`src/sv/tsce_pkg.sv`:
```
package tsce_pkg;

    localparam int DEPTH      = 16;
    localparam int DATA_WIDTH = 32;
    localparam int FILL_W     = $clog2(DEPTH + 1);
    localparam int IDX_W      = (DEPTH > 1) ? $clog2(DEPTH) : 1;
    localparam int COUNT_W    = 5;

    typedef logic [DATA_WIDTH-1:0] data_t;
    typedef logic [FILL_W-1:0]     fill_t;
    typedef logic [IDX_W-1:0]      idx_t;
    typedef logic [COUNT_W-1:0]    count_t;

    localparam fill_t FILL_FULL = fill_t'(DEPTH);

    typedef enum logic [1:0] {
        ACT_PUSH = 2'd0,
        ACT_POP  = 2'd1,
        ACT_DISP = 2'd2,
        ACT_COPY = 2'd3
    } action_t;

    typedef enum logic [1:0] {
        SEL_S   = 2'd0,
        SEL_P   = 2'd1,
        SEL_Q   = 2'd2,
        SEL_BAD = 2'd3
    } sel_t;

    typedef enum logic [2:0] {
        STAT_ELEMENT   = 3'd0,
        STAT_POPPED    = 3'd1,
        STAT_OVERFLOW  = 3'd2,
        STAT_UNDERFLOW = 3'd3,
        STAT_EMPTY     = 3'd4,
        STAT_SHORT     = 3'd5,
        STAT_INVALID   = 3'd6
    } status_t;

    typedef enum logic [2:0] {
        FSM_IDLE,
        FSM_RESP,
        FSM_POP,
        FSM_DISP,
        FSM_COPY
    } state_t;

endpackage

```
`src/sv/tsce_ram.sv`:
```
module tsce_ram #(
    parameter int WIDTH = 32,
    parameter int DEPTH = 16
) (
    input  logic                                  aclk,
    input  logic                                  we,
    input  logic [((DEPTH > 1) ? $clog2(DEPTH) : 1)-1:0] waddr,
    input  logic [WIDTH-1:0]                      wdata,
    input  logic [((DEPTH > 1) ? $clog2(DEPTH) : 1)-1:0] raddr,
    output logic [WIDTH-1:0]                      rdata
);

    logic [WIDTH-1:0] mem [DEPTH];
    logic [WIDTH-1:0] rdata_reg;

    always_ff @(posedge aclk) begin
        if (we) begin
            mem[waddr] <= wdata;
        end
        rdata_reg <= mem[raddr];
    end

    assign rdata = rdata_reg;

endmodule

```
`src/sv/triple_stack_copy_engine.sv`:
```
// Three bounded stacks: source S and targets P and Q.
// An item on the s_ channel selects push, pop, display or copy; each item
// yields zero or more results on the m_ channel, the final one with m_last.
// Push gives no result unless S is full (overflow).
// Pop accepts the item, waits for the registered stack read, then hands the
// popped entry to the output register once that register is free.
// Display walks a stack from the top, one result per entry; copy of count
// entries walks S from the top into the target, followed by a display of the target unless S runs short.
// Each stack lives in a small RAM with a registered read port, and that port
// sets the walking rate of one entry per cycle when the walk is not stalled.
// The block accepts one item at a time; s_ready is high only between items.
// Results pass through an output register, so the next item can be accepted
// while the final result of the previous one still waits on m_ready.
// A stalled receiver simply holds the walk at the current entry whenever a result is due.
// Reset (aresetn low, synchronous) empties all three stacks and drops any
// result that was waiting; the stack RAMs themselves are not cleared.
module triple_stack_copy_engine (
    input  logic               aclk,
    input  logic               aresetn,
    input  logic               s_valid,
    output logic               s_ready,
    input  logic [1:0]         s_action,
    input  logic signed [31:0] s_value,
    input  logic [1:0]         s_stack_sel,
    input  logic [4:0]         s_count,
    output logic               m_valid,
    input  logic               m_ready,
    output logic [2:0]         m_status,
    output logic signed [31:0] m_data,
    output logic               m_last
);

    tsce_pkg::state_t  state_reg, state_next;
    tsce_pkg::fill_t   ptr_reg, ptr_next;
    tsce_pkg::count_t  rem_reg, rem_next;
    tsce_pkg::sel_t    sel_reg, sel_next;
    tsce_pkg::status_t resp_reg, resp_next;
    logic              rd_vld_reg, rd_vld_next;
    tsce_pkg::fill_t   s_fill_reg, s_fill_next;
    tsce_pkg::fill_t   p_fill_reg, p_fill_next;
    tsce_pkg::fill_t   q_fill_reg, q_fill_next;

    logic               m_valid_reg, m_valid_next;
    tsce_pkg::status_t  m_status_reg, m_status_next;
    logic signed [31:0] m_data_reg, m_data_next;
    logic               m_last_reg, m_last_next;

    logic              out_free;
    logic              out_load;
    logic              advance;
    tsce_pkg::idx_t    rd_addr;
    tsce_pkg::fill_t   rd_ptr;
    logic              s_we, p_we, q_we;
    tsce_pkg::data_t   s_rdata, p_rdata, q_rdata, disp_rdata;
    tsce_pkg::fill_t   tgt_fill;
    tsce_pkg::fill_t   sel_fill;

    tsce_ram #(.WIDTH(tsce_pkg::DATA_WIDTH), .DEPTH(tsce_pkg::DEPTH)) u_s_ram (
        .aclk  (aclk),
        .we    (s_we),
        .waddr (tsce_pkg::idx_t'(s_fill_reg)),
        .wdata (tsce_pkg::data_t'(s_value)),
        .raddr (rd_addr),
        .rdata (s_rdata)
    );

    tsce_ram #(.WIDTH(tsce_pkg::DATA_WIDTH), .DEPTH(tsce_pkg::DEPTH)) u_p_ram (
        .aclk  (aclk),
        .we    (p_we),
        .waddr (tsce_pkg::idx_t'(p_fill_reg)),
        .wdata (s_rdata),
        .raddr (rd_addr),
        .rdata (p_rdata)
    );

    tsce_ram #(.WIDTH(tsce_pkg::DATA_WIDTH), .DEPTH(tsce_pkg::DEPTH)) u_q_ram (
        .aclk  (aclk),
        .we    (q_we),
        .waddr (tsce_pkg::idx_t'(q_fill_reg)),
        .wdata (s_rdata),
        .raddr (rd_addr),
        .rdata (q_rdata)
    );

    assign out_free = !m_valid_reg || m_ready;
    assign tgt_fill = (sel_reg == tsce_pkg::SEL_P) ? p_fill_reg : q_fill_reg;

    always_comb begin
        case (sel_reg)
            tsce_pkg::SEL_P: disp_rdata = p_rdata;
            tsce_pkg::SEL_Q: disp_rdata = q_rdata;
            default:         disp_rdata = s_rdata;
        endcase
    end

    always_comb begin
        case (s_stack_sel)
            tsce_pkg::SEL_P: sel_fill = p_fill_reg;
            tsce_pkg::SEL_Q: sel_fill = q_fill_reg;
            default:         sel_fill = s_fill_reg;
        endcase
    end

    // The read address points one below ptr; when the walk steps this cycle it
    // points two below, at the next entry, so the data is ready in time.
    assign rd_ptr  = advance ? (ptr_reg - tsce_pkg::fill_t'(2))
                             : (ptr_reg - tsce_pkg::fill_t'(1));
    assign rd_addr = tsce_pkg::idx_t'(rd_ptr);

    always_comb begin
        state_next    = state_reg;
        ptr_next      = ptr_reg;
        rem_next      = rem_reg;
        sel_next      = sel_reg;
        resp_next     = resp_reg;
        s_fill_next   = s_fill_reg;
        p_fill_next   = p_fill_reg;
        q_fill_next   = q_fill_reg;
        s_ready       = 1'b0;
        s_we          = 1'b0;
        p_we          = 1'b0;
        q_we          = 1'b0;
        advance       = 1'b0;
        out_load      = 1'b0;
        m_status_next = m_status_reg;
        m_data_next   = m_data_reg;
        m_last_next   = m_last_reg;

        case (state_reg)
            tsce_pkg::FSM_IDLE: begin
                s_ready = 1'b1;
                if (s_valid) begin
                    case (tsce_pkg::action_t'(s_action))
                        tsce_pkg::ACT_PUSH: begin
                            if (s_fill_reg == tsce_pkg::FILL_FULL) begin
                                resp_next  = tsce_pkg::STAT_OVERFLOW;
                                state_next = tsce_pkg::FSM_RESP;
                            end else begin
                                s_we        = 1'b1;
                                s_fill_next = s_fill_reg + tsce_pkg::fill_t'(1);
                            end
                        end
                        tsce_pkg::ACT_POP: begin
                            if (s_fill_reg == '0) begin
                                resp_next  = tsce_pkg::STAT_UNDERFLOW;
                                state_next = tsce_pkg::FSM_RESP;
                            end else begin
                                ptr_next   = s_fill_reg;
                                state_next = tsce_pkg::FSM_POP;
                            end
                        end
                        tsce_pkg::ACT_DISP: begin
                            if (s_stack_sel == tsce_pkg::SEL_BAD) begin
                                resp_next  = tsce_pkg::STAT_INVALID;
                                state_next = tsce_pkg::FSM_RESP;
                            end else begin
                                sel_next   = tsce_pkg::sel_t'(s_stack_sel);
                                ptr_next   = sel_fill;
                                state_next = tsce_pkg::FSM_DISP;
                            end
                        end
                        default: begin
                            // Copy to S or to the invalid selector is dropped.
                            if (s_stack_sel == tsce_pkg::SEL_P ||
                                s_stack_sel == tsce_pkg::SEL_Q) begin
                                sel_next   = tsce_pkg::sel_t'(s_stack_sel);
                                ptr_next   = s_fill_reg;
                                rem_next   = s_count;
                                state_next = tsce_pkg::FSM_COPY;
                            end
                        end
                    endcase
                end
            end

            tsce_pkg::FSM_RESP: begin
                if (out_free) begin
                    out_load      = 1'b1;
                    m_status_next = resp_reg;
                    m_data_next   = '0;
                    m_last_next   = 1'b1;
                    state_next    = tsce_pkg::FSM_IDLE;
                end
            end

            tsce_pkg::FSM_POP: begin
                if (rd_vld_reg && out_free) begin
                    out_load      = 1'b1;
                    m_status_next = tsce_pkg::STAT_POPPED;
                    m_data_next   = 32'(signed'(s_rdata));
                    m_last_next   = 1'b1;
                    s_fill_next   = s_fill_reg - tsce_pkg::fill_t'(1);
                    state_next    = tsce_pkg::FSM_IDLE;
                end
            end

            tsce_pkg::FSM_DISP: begin
                if (ptr_reg == '0) begin
                    if (out_free) begin
                        out_load      = 1'b1;
                        m_status_next = tsce_pkg::STAT_EMPTY;
                        m_data_next   = '0;
                        m_last_next   = 1'b1;
                        state_next    = tsce_pkg::FSM_IDLE;
                    end
                end else if (rd_vld_reg && out_free) begin
                    out_load      = 1'b1;
                    m_status_next = tsce_pkg::STAT_ELEMENT;
                    m_data_next   = 32'(signed'(disp_rdata));
                    m_last_next   = (ptr_reg == tsce_pkg::fill_t'(1));
                    advance       = 1'b1;
                    ptr_next      = ptr_reg - tsce_pkg::fill_t'(1);
                    if (ptr_reg == tsce_pkg::fill_t'(1)) begin
                        state_next = tsce_pkg::FSM_IDLE;
                    end
                end
            end

            tsce_pkg::FSM_COPY: begin
                if (rem_reg == '0) begin
                    ptr_next   = tgt_fill;
                    state_next = tsce_pkg::FSM_DISP;
                end else if (ptr_reg == '0) begin
                    if (out_free) begin
                        out_load      = 1'b1;
                        m_status_next = tsce_pkg::STAT_SHORT;
                        m_data_next   = '0;
                        m_last_next   = 1'b1;
                        state_next    = tsce_pkg::FSM_IDLE;
                    end
                end else if (rd_vld_reg) begin
                    if (tgt_fill == tsce_pkg::FILL_FULL) begin
                        // A full target reports overflow and the walk goes on.
                        if (out_free) begin
                            out_load      = 1'b1;
                            m_status_next = tsce_pkg::STAT_OVERFLOW;
                            m_data_next   = '0;
                            m_last_next   = 1'b0;
                            advance       = 1'b1;
                        end
                    end else begin
                        advance = 1'b1;
                        if (sel_reg == tsce_pkg::SEL_P) begin
                            p_we        = 1'b1;
                            p_fill_next = p_fill_reg + tsce_pkg::fill_t'(1);
                        end else begin
                            q_we        = 1'b1;
                            q_fill_next = q_fill_reg + tsce_pkg::fill_t'(1);
                        end
                    end
                    if (advance) begin
                        ptr_next = ptr_reg - tsce_pkg::fill_t'(1);
                        rem_next = rem_reg - tsce_pkg::count_t'(1);
                    end
                end
            end

            default: begin
                state_next = tsce_pkg::FSM_IDLE;
            end
        endcase
    end

    // Read data matches ptr only once the state register has held the same walking state.
    assign rd_vld_next  = (state_next == state_reg);
    assign m_valid_next = out_load ? 1'b1 : (m_valid_reg && !m_ready);

    always_ff @(posedge aclk) begin
        if (!aresetn) begin
            state_reg   <= tsce_pkg::FSM_IDLE;
            rd_vld_reg  <= 1'b0;
            s_fill_reg  <= '0;
            p_fill_reg  <= '0;
            q_fill_reg  <= '0;
            m_valid_reg <= 1'b0;
        end else begin
            state_reg   <= state_next;
            rd_vld_reg  <= rd_vld_next;
            s_fill_reg  <= s_fill_next;
            p_fill_reg  <= p_fill_next;
            q_fill_reg  <= q_fill_next;
            m_valid_reg <= m_valid_next;
        end
    end

    always_ff @(posedge aclk) begin
        ptr_reg      <= ptr_next;
        rem_reg      <= rem_next;
        sel_reg      <= sel_next;
        resp_reg     <= resp_next;
        m_status_reg <= m_status_next;
        m_data_reg   <= m_data_next;
        m_last_reg   <= m_last_next;
    end

    assign m_valid  = m_valid_reg;
    assign m_status = m_status_reg;
    assign m_data   = m_data_reg;
    assign m_last   = m_last_reg;

endmodule

```
`config.mk`:
```
export PLATFORM = sky130hd
export DESIGN_NAME = triple_stack_copy_engine
export DESIGN_NICKNAME = d
export VERILOG_FILES = /design/src/sv/tsce_pkg.sv /design/src/sv/tsce_ram.sv /design/src/sv/triple_stack_copy_engine.sv
export SDC_FILE = /design/constraint.sdc
export NUM_CORES = 2
export LEC_CHECK = 0
export ABC_AREA = 1
export BUFFER_PORTS_ARGS = -buffer_cell sky130_fd_sc_hd__buf_4
export CAP_MARGIN = 20
export CORE_UTILIZATION = 40
export DETAILED_ROUTE_END_ITERATION = 7
export HOLD_SLACK_MARGIN = 0.03
export PLACE_DENSITY = 0.66
export SLEW_MARGIN = 10
export SYNTH_ARGS = -nofsm -noshare
export SYNTH_HDL_FRONTEND = slang
export SYNTH_SLANG_ARGS = --single-unit
```
`constraint.sdc`:
```
create_clock -name aclk -period 4.4 [get_ports aclk]
set_input_delay 0.22 -clock aclk [delete_from_list [all_inputs] [get_ports aclk]]
set_output_delay 0.22 -clock aclk [all_outputs]
set_load 0.01 [all_outputs]
```
Word-level counts from Yosys, hierarchy flattened
Memories as Yosys holds them, arrays and structs flattened. A register that Yosys moved wholly into a read port is not among the register bits.
Cells that the tools add are included.
- bits in writable memories: 1536
- register bits: 71
- output and inout port bits: 38
- bits of input ports: 45
- word-level logic and storage cells: 226
- memories: 3
- mux-type cells: 123
- eq/ne operators: 46
- $add $sub $neg: 7
- reductions and logical operators: 29
- bitwise operators: 5
- memory list (memory ; depth ; width ; read ports ; clocked after Yosys merged registers in ; wr ports ; line ; text):
    u_p_ram.mem ; 16 ; 32 ; 1 ; 1 ; 1 ; tsce_ram.sv:13 ; logic [WIDTH-1:0] mem [DEPTH];
    u_q_ram.mem ; 16 ; 32 ; 1 ; 1 ; 1 ; tsce_ram.sv:13 ;
    u_s_ram.mem ; 16 ; 32 ; 1 ; 1 ; 1 ; tsce_ram.sv:13 ;
- operators with widths (operator ; number):
    $mux W32 ; 8
    $pmux W32 S4 ; 1
    $mux W5 ; 22
    $mux W3 ; 24
    $pmux W32 S2 ; 1
    $mux W1 ; 49
    $ne A3 B3 Y1 const B ; 12
    $ne A2 B2 Y1 const B ; 17
    $pmux W5 S2 ; 3
    $pmux W5 S3 ; 2
    $reduce_and A6 Y1 ; 4
    $pmux W3 S3 ; 2
    $add A5 B1 Y5 const B ; 3
    $logic_not A5 Y1 ; 3
    $pmux W3 S5 ; 1
    $sub A5 B1 Y5 const B ; 3
    $pmux W3 S4 ; 1
    $reduce_and A11 Y1 ; 1
    $eq A5 B5 Y1 const B ; 2
    $reduce_and A10 Y1 ; 1
    $reduce_and A5 Y1 ; 2
    $eq A2 B2 Y1 const B ; 4
    $mux W2 ; 4
    $pmux W1 S4 ; 2
    25 further kinds ; 38

Longest topological paths before layout
- depth after elaboration: 13
- gate-level depth with buffers: 21

Hierarchy
A second synthesis with hierarchy kept.
- cell total of the unflattened synthesis: 7027
- area, all modules: 73310.3 um2
- by module, submodules not included (module ; area each (um2) ; cells each ; times used):
    tsce_ram at u_q_ram ... ; 22730.6 ; 2120 ; 2
    tsce_ram at u_p_ram ; 22745.6 ; 2122 ; 1
    triple_stack_copy_engine ; 5103.6 ; 665 ; 1

Least setup slack after synthesis
OpenSTA, ideal clock, no wires.
- kind: reg-to-reg
- from: register ptr_reg[0]
- to: memory u_q_ram.mem[7][0] (enable)
- library setup time: 0.461 ns
- stages on the path, launching flop included: 11
- buffers on the path: 1
- path slack: 0.020 ns
- data arrival time: 3.919 ns
- data required time: 3.939 ns
- cells stage by stage: edfxtp_1 inv_1 ha_1 nand3_1 clkbuf_1 nand2_1 nor2_1 nand3_1 inv_1 nand2_1 nor3_1
- word-level cells in the longest chain between the ends: 6
- ends and longest elaborated chain (item ; line ; text):
    start: declaration ; triple_stack_copy_engine.sv:34 ; tsce_pkg::fill_t ptr_reg, ptr_next;
    start signal: assignment ; triple_stack_copy_engine.sv:287 ; ptr_reg <= ptr_next;
    $logic_not A5 Y1 ; triple_stack_copy_engine.sv:223 ; end else if (ptr_reg == '0) begin
    $mux W1 ; triple_stack_copy_engine.sv:223 ;
    $mux W1 ; triple_stack_copy_engine.sv:220 ; if (rem_reg == '0) begin
    $mux W1 ; triple_stack_copy_engine.sv:129 ; case (state_reg)
    $mux W1 ; tsce_ram.sv:17 ; if (we) begin
    $mux W1 (not written as such) ; tsce_ram.sv:18 ; mem[waddr] <= wdata;
    end: declaration ; tsce_ram.sv:13 ;
Every way passes these cells.

Worst setup path after layout
- from: register ptr_reg[0]
- to: register u_q_ram.rdata_reg[2] (netlist: u_q_ram.rdata[2]), read port of u_q_ram.mem
- word-level cells in the longest chain between the ends: 5
- elaborated cells between the ends (all ways): 8
- classes of those cells: add/sub (2); mux (5); reduce/logical (1)
- ends and longest elaborated chain (item ; line ; text):
    $logic_not A5 Y1 ; triple_stack_copy_engine.sv:198, triple_stack_copy_engine.sv:223 ;
    $mux W1 ; triple_stack_copy_engine.sv:223 ;
    $mux W1 ; triple_stack_copy_engine.sv:220 ;
    $pmux W1 S2 ; triple_stack_copy_engine.sv:129 ;
    $mux W4 (*) ; triple_stack_copy_engine.sv:106 ; assign rd_ptr = advance ? (ptr_reg - tsce_pkg::fill_t'(2))
    end: declaration ; tsce_ram.sv:14 ; logic [WIDTH-1:0] rdata_reg;
Mark *: on every way between the ends. The rest lies on a longest branch, timed or not.
A chain may end at the register's enable or synchronous reset.

==> results.cfg <==
[timing]
fin_setup_tns_ps = 0
slew_viol_final = 0
timing.final.crit_share = 0.880
slew-limit-headroom = 0.238
fin_worst_skew_ps = 34.0
tightest_slew_ps = 1140
final-hold-violation-count = 0
max_freq_ghz = 0.258
rsz0062_at_grt = no
period_needed_ps = 3870
setup_viol = 0

[synthesis]
synth_compound_area_frac = 0.0197
syn_area_per_cell_sq_um = 10.3
synth-xor-area-share = 0.00140
synth_flop_cell = edfxtp_1
synth_top_family_by_area = simple AND/OR/NAND/NOR gates
ys_warn_count = 0
ys_ff_latch = 1702
netlist_area_sq_um = 74400
synth-seq-area-share = 0.671
synthMuxAreaShare = 0
netlist_instances = 7225
yosysUniqueCellTypes = 42
syn_nets = 7294
ys_async_sr_fraction = 0
synth_edf_count = 1586
synth_adder_area_share = 0.00414
synth-simple-area-share = 0.197

[clocking]
cts_max_path_buffers = 3
clk_latency_ps = 820
cts_tree = done
cts_buffers = 165
cts_num_sinks = 1702
cts_hold_buf = 46
postCtsSetupBuffers = 0
cts_resized = 0
cts_max_level = 4
cts.clk_slew.worst_paths_ps = 60
cts_root_buffer = clkbuf_16

[route]
num_vias = 52826
firstDrtPassIters = 6
wirelength_microns = 214000
vias_per_cell = 5.33
detail-route-antenna-nets = 0
drcViolationCount = 0
wire_per_inst_microns = 21.6
drt-initial-drc-count = 7107

[power_and_ir_drop]
combPwrFrac = 0.225
cellPowerDensity_nw_per_um2 = 537
vdd_drop_max_mv = 0.515
p_sw_frac = 0.322
pwr-share-clk = 0.318
leakage_uw = 0.0357
p_switching_uw = 14700
internal-power_uw = 31000
seqPwrFrac = 0.457

[critical_path]
max_stage_delay_ps = 840
reg2reg_setup_slack_ps = 530
worst_setup_path_end_kind = flip-flop
critPathLaunchType = flip-flop
cp_common_cell = nand3_1
cp_max_fo = 51
critical_path_arrival_ps = 4610
cp_data_required_time_ps = 5140
path_cells = inv_1 > ha_1 > nand3_2 > nand3_1 > nand2_4 > o21ai_2 > xor2_4 > inv_4 > buf_4 > nand3_1 > nand2_1
slowest_stage = buf_4
path_class = reg2reg

[placed_design]
port_buffers = 82
routabilityCongestion = 0.902
dpl.hpwl_microns = 111000
place_area_sq_um = 79200

[floorplan]
die_width_microns = 433
fp.dieH_microns = 433
pin_count = 83
design.core.area_sq_um = 184000
die-area_sq_um = 188000
start_util = 0.405
rows = 157

[hold_path]
hp-class = in2reg

[layout]
reg.largest.list = u_p_ram.mem: 512 flops, u_q_ram.mem: 512 flops, u_s_ram.mem: 512 flops
fill_cells = 16510
layout-drive-gt1-share = 0.0804
area_delta_synth_final_pct = 14.5
nNetsFinal = 7368
final_cell_area_sq_um = 85200

[grt]
antenna_found_initial = 12
overflow = 0
grt_pass1_wl_microns = 317000
grt_max_degree = 136
grt_util_all_layers = 0.226
grt_pass1_vias = 49515

[run_status]
status = completed

[run]
maxCapViolCount = 0
## power groups by stage
| stage | registers, uW | logic, uW | clock network, uW |
|---|---|---|---|
| final | 20900 | 10300 | 14500 |
| after global routing | 20900 | 11000 | 15300 |
| after CTS | 20800 | 10100 | 14700 |
| after detailed placement | 21100 | 10000 | 0 |
| after global placement | 21100 | 9890 | 0 |
| after floorplan | 21000 | 5560 | 0 |
## stage by stage
| step | std cells | setup slack, ps | total power, uW | utilization | hold slack [ps] |
|---|---|---|---|---|---|
| 2_1_floorplan | 7225 | 20.3 | 26600 | - | 319 |
| 3_3_place_gp | 9549 | 719 | 31000 | 0.430 | 438 |
| 3_5_place_dp | 9550 | 593 | 31200 | 0.431 | 460 |
| 4_1_cts | 9904 | 603 | 45600 | 0.463 | 155 |
| 5_1_grt | 9905 | 364 | 47200 | 0.463 | 199 |
| 6_report | 9906 | 529 | 45700 | 0.463 | 218 |
## critical path, delay by kind of cell (launching register included)
kind	cells	cell delay, ps
AO/OA/AOI/OAI	1	260
adder cells (fa/ha/maj)	1	220
XOR/XNOR	1	160
flip-flops	1	560
buffers and inverters	3	1270
AND/OR/NAND/NOR	5	1340
## layer usage
layer	share of wire	up-vias	track usage
li1	-	23947	-
met1	0.41	25507	0.317
met2	0.45	2919	0.355
met3	0.11	441	0.0403
met4	0.028	12	0.0721
met5	0.00033	-	0
## path summary, 6_finish.rpt
kind | from | to | cells after the start
setup / recovery | ptr_reg[0] | u_q_ram.rdata[2] | 11
hold / removal | s_stack_sel[0] | sel_reg[0] | 2
setup reg to reg | ptr_reg[0] | u_q_ram.rdata[2] | 11
hold reg to reg | q_fill_reg[4] | q_fill_reg[4] | 1
## cell usage after synthesis (24+ instances only)
library cell	instances	area (sq um)
nand3_1	1844	9230
o21ai_0	55	275
nand2_1	1301	4880
buf_2	244	1220
dfxtp_1	116	2320
o22ai_1	24	150
inv_1	1586	5950
edfxtp_1	1586	47600
a221oi_1	34	298
o211ai_1	35	263
nor2_1	92	345
clkbuf_1	127	477
a21oi_1	28	140
## cell usage in the layout, fill, tap and decap left out, types with 43 or more instances in the layout
cell	Yosys	routed
nand3_1	1844	1842
inv_1	1586	1586
edfxtp_1	1586	1586
nand2_1	1301	1299
buf_4	15	181
clkbuf_16	0	168
dfxtp_1	116	116
buf_12	0	86
o21ai_0	55	55
nor2_4	1	50
clkbuf_1	127	46
dlygate4sd3_1	0	46
nor2_1	92	43
## cell families after synthesis
group / count (synthesis)
and+or+nand+nor: 3263
buffers and inverters: 2006
xor gates and xnor gates: 11
adders and majority gates: 24
AOI/OAI and AO/OA: 219
DFF: 1702
## area by class of cell
cell class	count	area, sq um	share of cell area
inverters	1599	6010	0.0706
flip-flops and latches	1702	49900	0.586
diodes	2	5.00	0.0000588
clock buffers	228	4570	0.0536
clock inverters	80	985	0.0116
multi-input cells	3517	17000	0.200
well taps	2464	3080	0.0362
repair buffers	314	3570	0.0419
Power figures use the tool's default switching activity.
